### src/design/wcp_pkg.sv
`default_nettype none
// ---------------------------------------------------------------------------
// wcp_pkg
// Shared types and constants for the wave chunk header parser.
// ---------------------------------------------------------------------------
package wcp_pkg;

    // chunk ids, little-endian as assembled from the byte stream
    localparam logic [31:0] ID_RIFF = 32'h4646_4952;
    localparam logic [31:0] ID_FMT  = 32'h2074_6d66;
    localparam logic [31:0] ID_DATA = 32'h6174_6164;

    localparam logic [31:0] FMT_BODY_BYTES = 32'd16;

    // result status codes
    localparam logic [1:0] ST_OK      = 2'd0;
    localparam logic [1:0] ST_UNSUP   = 2'd1;
    localparam logic [1:0] ST_CORRUPT = 2'd2;

    // configuration register indexes
    localparam int CFG_IDX_W = 2;
    localparam logic [CFG_IDX_W-1:0] CFG_BIT_DEPTH = 2'd0;
    localparam logic [CFG_IDX_W-1:0] CFG_CHANNELS  = 2'd1;

    localparam logic [15:0] RST_BIT_DEPTH = 16'd16;
    localparam logic [15:0] RST_CHANNELS  = 16'd2;

    // queue between front and back
    localparam int QDEPTH = 4;
    localparam int QPTR_W = $clog2(QDEPTH);

    typedef struct packed {
        logic [7:0]  file_byte;
        logic        last_byte;
        logic [31:0] pos;
    } wcp_entry_t;

    typedef struct packed {
        logic                 wen;
        logic [CFG_IDX_W-1:0] index;
        logic [15:0]          data;
    } wcp_cfg_wr_t;

endpackage : wcp_pkg
`default_nettype wire

### src/design/wav_chunk_header_parser_top.sv
`default_nettype none
// ---------------------------------------------------------------------------
// wav_chunk_header_parser_top
// Walks the chunks of a wave file one byte per beat and reports the data
// chunk's size, offset and the fmt fields, or a corrupt status.
// ---------------------------------------------------------------------------
// Usage: feed the file one byte per input beat, marking the final byte with
// s_last_byte. The block takes one byte per cycle; the input and output
// sides are decoupled by a four-entry queue and a result register. While a
// result waits to be taken the parser holds, so up to four more bytes are
// taken before s_ready drops; the sustained rate is one beat per cycle as
// long as results are taken promptly. With an empty queue an input beat is
// written into the queue first, then the parser's field step for it can
// write the result register that drives the result beat.
// Each file gives exactly one result beat: status OK or UNSUPPORTED when the
// data chunk header completes, or CORRUPT on the last byte if no data chunk
// was found. Bytes after a result are dropped until the last byte, and the
// parser restarts after every last byte. Configuration (required bit depth
// at index 0, required channels at index 1) is taken in any cycle
// (cfg_ready is always high) and should be written while the block is idle.
// ---------------------------------------------------------------------------
module wav_chunk_header_parser_top (
    input  wire logic                          aclk,
    input  wire logic                          aresetn,
    // byte input
    input  wire logic                          s_valid,
    output logic                               s_ready,
    input  wire logic [7:0]                    s_file_byte,
    input  wire logic                          s_last_byte,
    // result output
    output logic                               m_valid,
    input  wire logic                          m_ready,
    output logic [1:0]                         m_status,
    output logic [15:0]                        m_audio_format,
    output logic [15:0]                        m_channel_count,
    output logic [31:0]                        m_sample_rate,
    output logic [31:0]                        m_byte_rate,
    output logic [15:0]                        m_block_align,
    output logic [15:0]                        m_bit_depth,
    output logic [31:0]                        m_data_size,
    output logic [31:0]                        m_data_offset,
    // configuration writes
    input  wire logic                          cfg_valid,
    output logic                               cfg_ready,
    input  wire logic [wcp_pkg::CFG_IDX_W-1:0] cfg_index,
    input  wire logic [15:0]                   cfg_data
);
    import wcp_pkg::*;

    logic        push;
    wcp_entry_t  push_entry;
    logic        q_full;
    logic        q_pop;
    logic        q_not_empty;
    wcp_entry_t  q_head;
    wcp_cfg_wr_t cfg_wr;

    // register writes never stall
    assign cfg_ready    = 1'b1;
    assign cfg_wr.wen   = cfg_valid;
    assign cfg_wr.index = cfg_index;
    assign cfg_wr.data  = cfg_data;

    // front: accept beats, tag with file position
    wcp_front u_front (
        .aclk       (aclk),
        .aresetn    (aresetn),
        .s_valid    (s_valid),
        .s_ready    (s_ready),
        .s_file_byte(s_file_byte),
        .s_last_byte(s_last_byte),
        .push       (push),
        .push_entry (push_entry),
        .q_full     (q_full)
    );

    // decoupling queue
    wcp_queue u_queue (
        .aclk      (aclk),
        .aresetn   (aresetn),
        .push      (push),
        .push_entry(push_entry),
        .full      (q_full),
        .pop       (q_pop),
        .not_empty (q_not_empty),
        .head      (q_head)
    );

    // back: chunk walker and result register
    wcp_parser u_parser (
        .aclk           (aclk),
        .aresetn        (aresetn),
        .cfg_wr         (cfg_wr),
        .q_not_empty    (q_not_empty),
        .q_head         (q_head),
        .q_pop          (q_pop),
        .m_valid        (m_valid),
        .m_ready        (m_ready),
        .m_status       (m_status),
        .m_audio_format (m_audio_format),
        .m_channel_count(m_channel_count),
        .m_sample_rate  (m_sample_rate),
        .m_byte_rate    (m_byte_rate),
        .m_block_align  (m_block_align),
        .m_bit_depth    (m_bit_depth),
        .m_data_size    (m_data_size),
        .m_data_offset  (m_data_offset)
    );

endmodule : wav_chunk_header_parser_top
`default_nettype wire

### src/design/wcp_front.sv
`default_nettype none
// ---------------------------------------------------------------------------
// wcp_front
// Accepts file bytes and tags each with its file position.
// ---------------------------------------------------------------------------
module wcp_front (
    input  wire logic               aclk,
    input  wire logic               aresetn,
    input  wire logic               s_valid,
    output logic                    s_ready,
    input  wire logic [7:0]         s_file_byte,
    input  wire logic               s_last_byte,
    output logic                    push,
    output wcp_pkg::wcp_entry_t     push_entry,
    input  wire logic               q_full
);
    import wcp_pkg::*;

    logic [31:0] pos_reg;
    logic [31:0] pos_next;

    assign s_ready = ~q_full;
    assign push    = s_valid & ~q_full;

    assign push_entry.file_byte = s_file_byte;
    assign push_entry.last_byte = s_last_byte;
    assign push_entry.pos       = pos_reg;

    // position restarts after the byte marked last
    always_comb begin
        pos_next = pos_reg;
        if (push) begin
            pos_next = s_last_byte ? 32'd0 : pos_reg + 32'd1;
        end
    end

    always_ff @(posedge aclk) begin
        if (!aresetn) begin
            pos_reg <= '0;
        end else begin
            pos_reg <= pos_next;
        end
    end

endmodule : wcp_front
`default_nettype wire

### src/design/wcp_queue.sv
`default_nettype none
// ---------------------------------------------------------------------------
// wcp_queue
// Short FIFO of tagged bytes between front and back.
// ---------------------------------------------------------------------------
module wcp_queue (
    input  wire logic               aclk,
    input  wire logic               aresetn,
    input  wire logic               push,
    input  wire wcp_pkg::wcp_entry_t push_entry,
    output logic                    full,
    input  wire logic               pop,
    output logic                    not_empty,
    output wcp_pkg::wcp_entry_t     head
);
    import wcp_pkg::*;

    wcp_entry_t              mem_reg [QDEPTH];
    logic [QPTR_W-1:0]       wr_ptr_reg, wr_ptr_next;
    logic [QPTR_W-1:0]       rd_ptr_reg, rd_ptr_next;
    logic [QPTR_W:0]         count_reg, count_next;

    assign full      = (count_reg == (QPTR_W+1)'(QDEPTH));
    assign not_empty = (count_reg != '0);
    assign head      = mem_reg[rd_ptr_reg];

    always_comb begin
        wr_ptr_next = push ? wr_ptr_reg + QPTR_W'(1) : wr_ptr_reg;
        rd_ptr_next = pop  ? rd_ptr_reg + QPTR_W'(1) : rd_ptr_reg;
        count_next  = count_reg;
        if (push && !pop) begin
            count_next = count_reg + (QPTR_W+1)'(1);
        end else if (pop && !push) begin
            count_next = count_reg - (QPTR_W+1)'(1);
        end
    end

    always_ff @(posedge aclk) begin
        if (push) begin
            mem_reg[wr_ptr_reg] <= push_entry;
        end
    end

    always_ff @(posedge aclk) begin
        if (!aresetn) begin
            wr_ptr_reg <= '0;
            rd_ptr_reg <= '0;
            count_reg  <= '0;
        end else begin
            wr_ptr_reg <= wr_ptr_next;
            rd_ptr_reg <= rd_ptr_next;
            count_reg  <= count_next;
        end
    end

endmodule : wcp_queue
`default_nettype wire

### src/design/wcp_parser.sv
`default_nettype none
// ---------------------------------------------------------------------------
// wcp_parser
// Chunk walker: assembles fields, skips chunks, drives the result register.
// ---------------------------------------------------------------------------
module wcp_parser (
    input  wire logic                aclk,
    input  wire logic                aresetn,
    input  wire wcp_pkg::wcp_cfg_wr_t cfg_wr,
    input  wire logic                q_not_empty,
    input  wire wcp_pkg::wcp_entry_t q_head,
    output logic                     q_pop,
    output logic                     m_valid,
    input  wire logic                m_ready,
    output logic [1:0]               m_status,
    output logic [15:0]              m_audio_format,
    output logic [15:0]              m_channel_count,
    output logic [31:0]              m_sample_rate,
    output logic [31:0]              m_byte_rate,
    output logic [15:0]              m_block_align,
    output logic [15:0]              m_bit_depth,
    output logic [31:0]              m_data_size,
    output logic [31:0]              m_data_offset
);
    import wcp_pkg::*;

    typedef enum logic [9:0] {
        PH_ID     = 10'b00_0000_0001,
        PH_FORM   = 10'b00_0000_0010,
        PH_FMT_AF = 10'b00_0000_0100,
        PH_FMT_CH = 10'b00_0000_1000,
        PH_FMT_SR = 10'b00_0001_0000,
        PH_FMT_BR = 10'b00_0010_0000,
        PH_FMT_BA = 10'b00_0100_0000,
        PH_FMT_BD = 10'b00_1000_0000,
        PH_SKIP   = 10'b01_0000_0000,
        PH_DONE   = 10'b10_0000_0000
    } phase_t;

    phase_t      phase_reg, phase_next;
    logic [2:0]  idx_reg, idx_next;
    logic [31:0] word_reg, word_next;
    logic [31:0] chunk_id_reg, chunk_id_next;
    logic [31:0] skip_reg, skip_next;
    logic [15:0] af_reg, af_next;
    logic [15:0] ch_reg, ch_next;
    logic [31:0] sr_reg, sr_next;
    logic [31:0] br_reg, br_next;
    logic [15:0] ba_reg, ba_next;
    logic [15:0] bd_reg, bd_next;
    logic [15:0] req_bd_reg, req_ch_reg;

    logic        m_valid_reg;
    logic [1:0]  st_reg;
    logic [15:0] o_af_reg, o_ch_reg, o_ba_reg, o_bd_reg;
    logic [31:0] o_sr_reg, o_br_reg, o_size_reg, o_off_reg;

    logic        emit;
    logic [1:0]  emit_st;
    logic [31:0] emit_size, emit_off;
    logic [15:0] emit_af, emit_ch, emit_ba, emit_bd;
    logic [31:0] emit_sr, emit_br;
    logic [31:0] word_ins;
    logic [2:0]  len_m1;
    logic        short_field;

    // a byte leaves the queue only when the result register can take a result
    assign q_pop = q_not_empty & (~m_valid_reg | m_ready);

    assign word_ins = word_reg |
        ({24'd0, q_head.file_byte} << {idx_reg[1:0], 3'b000});

    assign short_field = (phase_reg == PH_FMT_AF) || (phase_reg == PH_FMT_CH) ||
                         (phase_reg == PH_FMT_BA) || (phase_reg == PH_FMT_BD);
    assign len_m1 = short_field ? 3'd1 : 3'd3;

    always_comb begin
        phase_next    = phase_reg;
        idx_next      = idx_reg;
        word_next     = word_reg;
        chunk_id_next = chunk_id_reg;
        skip_next     = skip_reg;
        af_next       = af_reg;
        ch_next       = ch_reg;
        sr_next       = sr_reg;
        br_next       = br_reg;
        ba_next       = ba_reg;
        bd_next       = bd_reg;
        emit          = 1'b0;
        emit_st       = ST_OK;
        emit_size     = '0;
        emit_off      = '0;
        emit_af       = '0;
        emit_ch       = '0;
        emit_sr       = '0;
        emit_br       = '0;
        emit_ba       = '0;
        emit_bd       = '0;

        if (q_pop) begin
            unique case (phase_reg)
                PH_ID: begin
                    if (idx_reg == 3'd3) begin
                        chunk_id_next = word_ins;
                        word_next     = '0;
                        idx_next      = 3'd4;
                    end else if (idx_reg == 3'd7) begin
                        word_next = '0;
                        idx_next  = '0;
                        if (chunk_id_reg == ID_RIFF) begin
                            phase_next = PH_FORM;
                        end else if (chunk_id_reg == ID_FMT) begin
                            skip_next  = (word_ins > FMT_BODY_BYTES) ?
                                         word_ins - FMT_BODY_BYTES : 32'd0;
                            phase_next = PH_FMT_AF;
                        end else if (chunk_id_reg == ID_DATA) begin
                            emit       = 1'b1;
                            emit_st    = (bd_reg != req_bd_reg || ch_reg != req_ch_reg) ?
                                         ST_UNSUP : ST_OK;
                            emit_size  = word_ins;
                            emit_off   = q_head.pos + 32'd1;
                            phase_next = PH_DONE;
                        end else begin
                            skip_next  = word_ins;
                            phase_next = (word_ins != '0) ? PH_SKIP : PH_ID;
                        end
                    end else begin
                        word_next = word_ins;
                        idx_next  = idx_reg + 3'd1;
                    end
                end
                PH_FORM, PH_FMT_AF, PH_FMT_CH, PH_FMT_SR,
                PH_FMT_BR, PH_FMT_BA, PH_FMT_BD: begin
                    if (idx_reg >= len_m1) begin
                        word_next = '0;
                        idx_next  = '0;
                        case (phase_reg)
                            PH_FORM: begin
                                phase_next = PH_ID;
                            end
                            PH_FMT_AF: begin
                                af_next    = word_ins[15:0];
                                phase_next = PH_FMT_CH;
                            end
                            PH_FMT_CH: begin
                                ch_next    = word_ins[15:0];
                                phase_next = PH_FMT_SR;
                            end
                            PH_FMT_SR: begin
                                sr_next    = word_ins;
                                phase_next = PH_FMT_BR;
                            end
                            PH_FMT_BR: begin
                                br_next    = word_ins;
                                phase_next = PH_FMT_BA;
                            end
                            PH_FMT_BA: begin
                                ba_next    = word_ins[15:0];
                                phase_next = PH_FMT_BD;
                            end
                            default: begin
                                bd_next    = word_ins[15:0];
                                phase_next = (skip_reg != '0) ? PH_SKIP : PH_ID;
                            end
                        endcase
                    end else begin
                        word_next = word_ins;
                        idx_next  = idx_reg + 3'd1;
                    end
                end
                PH_SKIP: begin
                    if (skip_reg != '0) begin
                        skip_next = skip_reg - 32'd1;
                    end
                    if (skip_reg <= 32'd1) begin
                        phase_next = PH_ID;
                    end
                end
                PH_DONE: begin
                    // bytes after a result are dropped
                end
                default: begin
                    phase_next = PH_ID;
                end
            endcase

            // format fields as they stand after this byte
            emit_af = af_next;
            emit_ch = ch_next;
            emit_sr = sr_next;
            emit_br = br_next;
            emit_ba = ba_next;
            emit_bd = bd_next;

            if (q_head.last_byte) begin
                if (!emit && phase_reg != PH_DONE) begin
                    emit      = 1'b1;
                    emit_st   = ST_CORRUPT;
                    emit_size = '0;
                    emit_off  = '0;
                end
                phase_next    = PH_ID;
                idx_next      = '0;
                word_next     = '0;
                chunk_id_next = '0;
                skip_next     = '0;
                af_next       = '0;
                ch_next       = '0;
                sr_next       = '0;
                br_next       = '0;
                ba_next       = '0;
                bd_next       = '0;
            end
        end
    end

    always_ff @(posedge aclk) begin
        if (!aresetn) begin
            phase_reg    <= PH_ID;
            idx_reg      <= '0;
            word_reg     <= '0;
            chunk_id_reg <= '0;
            skip_reg     <= '0;
            af_reg       <= '0;
            ch_reg       <= '0;
            sr_reg       <= '0;
            br_reg       <= '0;
            ba_reg       <= '0;
            bd_reg       <= '0;
            req_bd_reg   <= RST_BIT_DEPTH;
            req_ch_reg   <= RST_CHANNELS;
            m_valid_reg  <= 1'b0;
        end else begin
            phase_reg    <= phase_next;
            idx_reg      <= idx_next;
            word_reg     <= word_next;
            chunk_id_reg <= chunk_id_next;
            skip_reg     <= skip_next;
            af_reg       <= af_next;
            ch_reg       <= ch_next;
            sr_reg       <= sr_next;
            br_reg       <= br_next;
            ba_reg       <= ba_next;
            bd_reg       <= bd_next;
            if (cfg_wr.wen) begin
                unique case (cfg_wr.index)
                    CFG_BIT_DEPTH: req_bd_reg <= cfg_wr.data;
                    CFG_CHANNELS:  req_ch_reg <= cfg_wr.data;
                    default: ;
                endcase
            end
            if (emit) begin
                m_valid_reg <= 1'b1;
            end else if (m_ready) begin
                m_valid_reg <= 1'b0;
            end
        end
    end

    always_ff @(posedge aclk) begin
        if (emit) begin
            st_reg     <= emit_st;
            o_af_reg   <= emit_af;
            o_ch_reg   <= emit_ch;
            o_sr_reg   <= emit_sr;
            o_br_reg   <= emit_br;
            o_ba_reg   <= emit_ba;
            o_bd_reg   <= emit_bd;
            o_size_reg <= emit_size;
            o_off_reg  <= emit_off;
        end
    end

    assign m_valid         = m_valid_reg;
    assign m_status        = st_reg;
    assign m_audio_format  = o_af_reg;
    assign m_channel_count = o_ch_reg;
    assign m_sample_rate   = o_sr_reg;
    assign m_byte_rate     = o_br_reg;
    assign m_block_align   = o_ba_reg;
    assign m_bit_depth     = o_bd_reg;
    assign m_data_size     = o_size_reg;
    assign m_data_offset   = o_off_reg;

endmodule : wcp_parser
`default_nettype wire
### config.mk
export PLATFORM = sky130hd
export DESIGN_NAME = wav_chunk_header_parser_top
export DESIGN_NICKNAME = d
export VERILOG_FILES = /design/src/design/wcp_pkg.sv /design/src/design/wav_chunk_header_parser_top.sv /design/src/design/wcp_front.sv /design/src/design/wcp_queue.sv /design/src/design/wcp_parser.sv
export SDC_FILE = /design/constraint.sdc
export NUM_CORES = 1
export LEC_CHECK = 0
export BUFFER_PORTS_ARGS = -buffer_cell sky130_fd_sc_hd__clkbuf_2
export CORE_ASPECT_RATIO = 1.2
export CORE_MARGIN = 2
export CORE_UTILIZATION = 54
export CTS_CLUSTER_DIAMETER = 120
export DETAILED_ROUTE_END_ITERATION = 12
export PLACE_DENSITY_LB_ADDON = 0.25
export SLEW_MARGIN = 25
export SYNTH_ARGS = -nofsm -noshare
export SYNTH_HDL_FRONTEND = slang
export SYNTH_SLANG_ARGS = --single-unit
### constraint.sdc
create_clock -name aclk -period 7.06 [get_ports aclk]
set_input_delay 1.059 -clock aclk [delete_from_list [all_inputs] [get_ports aclk]]
set_output_delay 1.059 -clock aclk [all_outputs]
set_load 0.02 [all_outputs]
==> results_dict.tcl <==
set metrics [dict create \
    status "complete, no violations" \
    whs_ps 457 \
    grt_max_degree 142 \
    synth_cells 2666 \
    port_buffers 227 \
    start_kind "flop" \
    cap_viol_max_count 0 \
    yosys_warnings 0 \
    fp.dieW_um 214 \
    wire_per_inst_um 21.5 \
    clock_latency_ps 620 \
    cts_tree "done" \
    cp_data_required_time_ps 7300 \
    coreArea_sq_um 52500 \
    ant_nets 0 \
    drv_slew 0 \
    route.vias.total 21900 \
    finalSetupViolations 0 \
    core.rowCount 92 \
    crit_chain "nor4bb_1, nor4bb_2, nand4_1, nor4_1, and2_1, nand2_2, nand2_8, buf_4" \
    grt_pass1_wl_mm 118 \
    numCtsBuffers 66 \
    gr-total-overflow 0 \
    cts_max_level 3 \
    nets 2868 \
    routed_via_density 6.11 \
    nFillCells 4266 \
    die_area_sq_um 54900 \
    ys_async_sr_fraction_pct 0 \
    cp_slowest_cell "nand2_8" \
    clk_path_buf_depth 3 \
    critPathKind "reg2reg" \
    r2r_cells 8 \
    drcViolationCount 0 \
    grt_setup_unrepaired "no" \
    antenna_found_initial 4 \
    fin_crit_ps 4330 \
    root_buffer "clkbuf_16" \
    first_pass_iters 5 \
    largest_reg_flops 164 \
    dieHeight_um 256 \
    drtIter0Drc 2153 \
    tightest_slew_ps 1100 \
    worst_hold_path.endpoint "u_parser.chunk_id_reg[8]$_SDFFE_PN0P_" \
    syn_area_sq_um 28600 \
    finalWirelength_mm 76.8 \
    boundaryPins 229 \
    gr-usage-all-layers_pct 27.3 \
    ff2ff_setup_slack_ps 2730 \
    hp-class "reg2reg" \
    postCtsSetupBuffers 0 \
    layout-area-overhead-vs-synth_pct 14.3 \
    drive_above_1_share_pct 16.4 \
    timing.fmax_mhz 231 \
    cts_hold_buf 0 \
    gp_congestion 0.902 \
    finalCritPeriodShare_pct 61.4 \
    r2r_end "u_parser.m_byte_rate[18]$_SDFFCE_PN0P_" \
    synth_seq_area_share_pct 59.3 \
    final.setup_skew_ps 45.9 \
    clock_sink_count 669 \
    syn-num-nets 2715 \
    cp_max_fo 114 \
    synth_cell_types 73 \
    cp.arrival_ps 4580 \
    dp_hpwl_mm 50.5 \
    cpPeakStageDelay_ps 680 \
    synth_seq_cells 669 \
    holdCritStartpoint "u_parser.chunk_id_reg[8]$_SDFFE_PN0P_" \
    first_global_vias 20800 \
    hold_viol 0 \
    hold_depth 2 \
    power.leakage_nw 11.3 \
    tns_ps 0 \
    synth_ff_type "edfxtp_1" \
    slew_headroom_pct 26.6 \
    path_buf_inv 1 \
    place_inst 3456 \
    synth_area_per_cell_sq_um 10.7 \
    crit_family "simple AND/OR/NAND/NOR gates" \
    cts-resized-gates 0 \
    cellPowerDensity_nw_per_um2 400 \
    synth_edf_count 358 \
    ir_drop_v 0.000265 \
    layout.cells.non_filler 3578 \
    cp-end-kind "flop" \
    path_clk_slew_ps 70 \
    r2r-start "u_parser.chunk_id_reg[13]$_SDFFE_PN0P_" \
    cp_num_cells 8 \
    antenna_cells 0 \
    start_util_pct 54.5 \
]
routing by layer:
metal  global-route usage (%)  routed length, um  vias up
met1                     35.2              30700    10600
met2                     45.7              37400      954
met4                     11.7               2620        6
met3                     4.45               6000      151
met5                        0                 46        -
li1                         -                  -    10100
cell families after synthesis:
logic type	Yosys count	synth area share, %
adder cells (fa/ha/maj)	17	0.769
other	1	0.0131
AND/OR/NAND/NOR	1012	16.2
multiplexers	48	3.43
AO/OA/AOI/OAI	582	13.6
buffers and inverters	218	3.05
XOR/XNOR	119	3.64
flip-flops	669	59.3
where the power goes:
| group | total, mW | internal (mW) | switching (mW) |
|---|---|---|---|
| clock | 3.63 | 2.13 | 1.51 |
| sequential | 4.96 | 4.72 | 0.239 |
| combinational | 4.50 | 1.21 | 3.29 |
tightest hold or removal path, cell delays in order (launching register included):
cell     delay, ps
dfxtp_1        310
nand2_1         50
a21oi_1         50
cell type report:
| class | instances | area (sq um) | share of cell area (%) |
|---|---|---|---|
| multi-input combinational | 1779 | 11000 | 33.6 |
| timing repair buffer | 273 | 1490 | 4.54 |
| clock buffer | 90 | 1900 | 5.80 |
| tap | 705 | 882 | 2.70 |
| sequential | 669 | 17000 | 51.9 |
| inverter | 30 | 125 | 0.382 |
| clock inverter | 32 | 363 | 1.11 |
synth_stat cells (6+ instances only):
library cell  number  area share, %
nand4_1           48            1.0
buf_1             13           0.17
or4_1              8           0.21
o31ai_1            7           0.18
xnor2_1           73            2.2
ha_1              16           0.70
inv_1             29           0.38
nand3b_1          10           0.26
and3_1            33           0.72
and4_1             9           0.28
a22oi_1          150            3.9
and2_1            18           0.39
nor4b_1            8           0.24
xor2_1            46            1.4
nand2_1          201            2.6
o211ai_1           7           0.18
nand3_1           58            1.0
o21ai_0           38           0.66
nor2_1           488            6.4
nor4_1            26           0.57
mux4_2            40            3.1
nor2b_1           10           0.22
o21ai_1            6           0.10
edfxtp_1         358             38
clkbuf_1         158            2.1
a21oi_1          177            3.1
buf_4              6           0.16
o41ai_1            9           0.28
a22o_1             6           0.18
a31oi_1           12           0.26
a211oi_1         118            3.1
nor3_1            47           0.82
or3_1             20           0.44
mux2i_1            7           0.24
dfxtp_1          311             22
buf_2              8           0.14
a21o_1             7           0.18
worst max path at each step:
| stage | startpoint | endpoint | slack [ps] |
|---|---|---|---|
| 6_report | u_parser.chunk_id_reg[13]$_SDFFE_PN0P_ | u_parser.m_byte_rate[18]$_SDFFCE_PN0P_ | 2730 |
| 3_5_place_dp | u_parser.chunk_id_reg[13]$_SDFFE_PN0P_ | u_parser.m_byte_rate[18]$_SDFFCE_PN0P_ | 2470 |
| 2_1_floorplan | u_parser.chunk_id_reg[3]$_SDFFE_PN0P_ | u_parser.m_audio_format[0]$_SDFFCE_PN0P_ | 1730 |
| 5_1_grt | u_parser.chunk_id_reg[13]$_SDFFE_PN0P_ | u_parser.m_byte_rate[19]$_SDFFCE_PN0P_ | 2440 |
| 3_3_place_gp | m_ready | u_parser.skip_reg[15]$_SDFFE_PN0P_ | 2460 |
| 4_1_cts | u_parser.chunk_id_reg[13]$_SDFFE_PN0P_ | u_parser.m_byte_rate[18]$_SDFFCE_PN0P_ | 2460 |
per-stage QoR:
step / utilization, % / cell area (sq um) / setup WS [ps] / total power, mW
finish: 62.3 / 32700 / 2730 / 13.1
global route: 62.3 / 32700 / 2440 / 13.6
CTS: 62.3 / 32700 / 2460 / 13.1
detailed placement: 58.0 / 30400 / 2470 / 9.48
global placement: 57.9 / 30400 / 2460 / 9.38
floorplan: - / 28600 / 1730 / 8.03
placed cells by master (no fill, tap or decap), types with 23 or more instances in the layout:
cell type / count
xnor2_1: 73
inv_1: 27
nor3_1: 46
a22oi_1: 150
clkbuf_2: 227
mux4_2: 40
nor4_1: 23
dfxtp_1: 309
nand4_1: 48
nand2_1: 198
buf_4: 45
nand3_1: 58
o21ai_0: 38
clkbuf_16: 70
nor2_1: 484
and3_1: 28
a21oi_1: 174
edfxtp_1: 358
xor2_1: 46
a211oi_1: 117
Power figures use the tool's default switching activity.
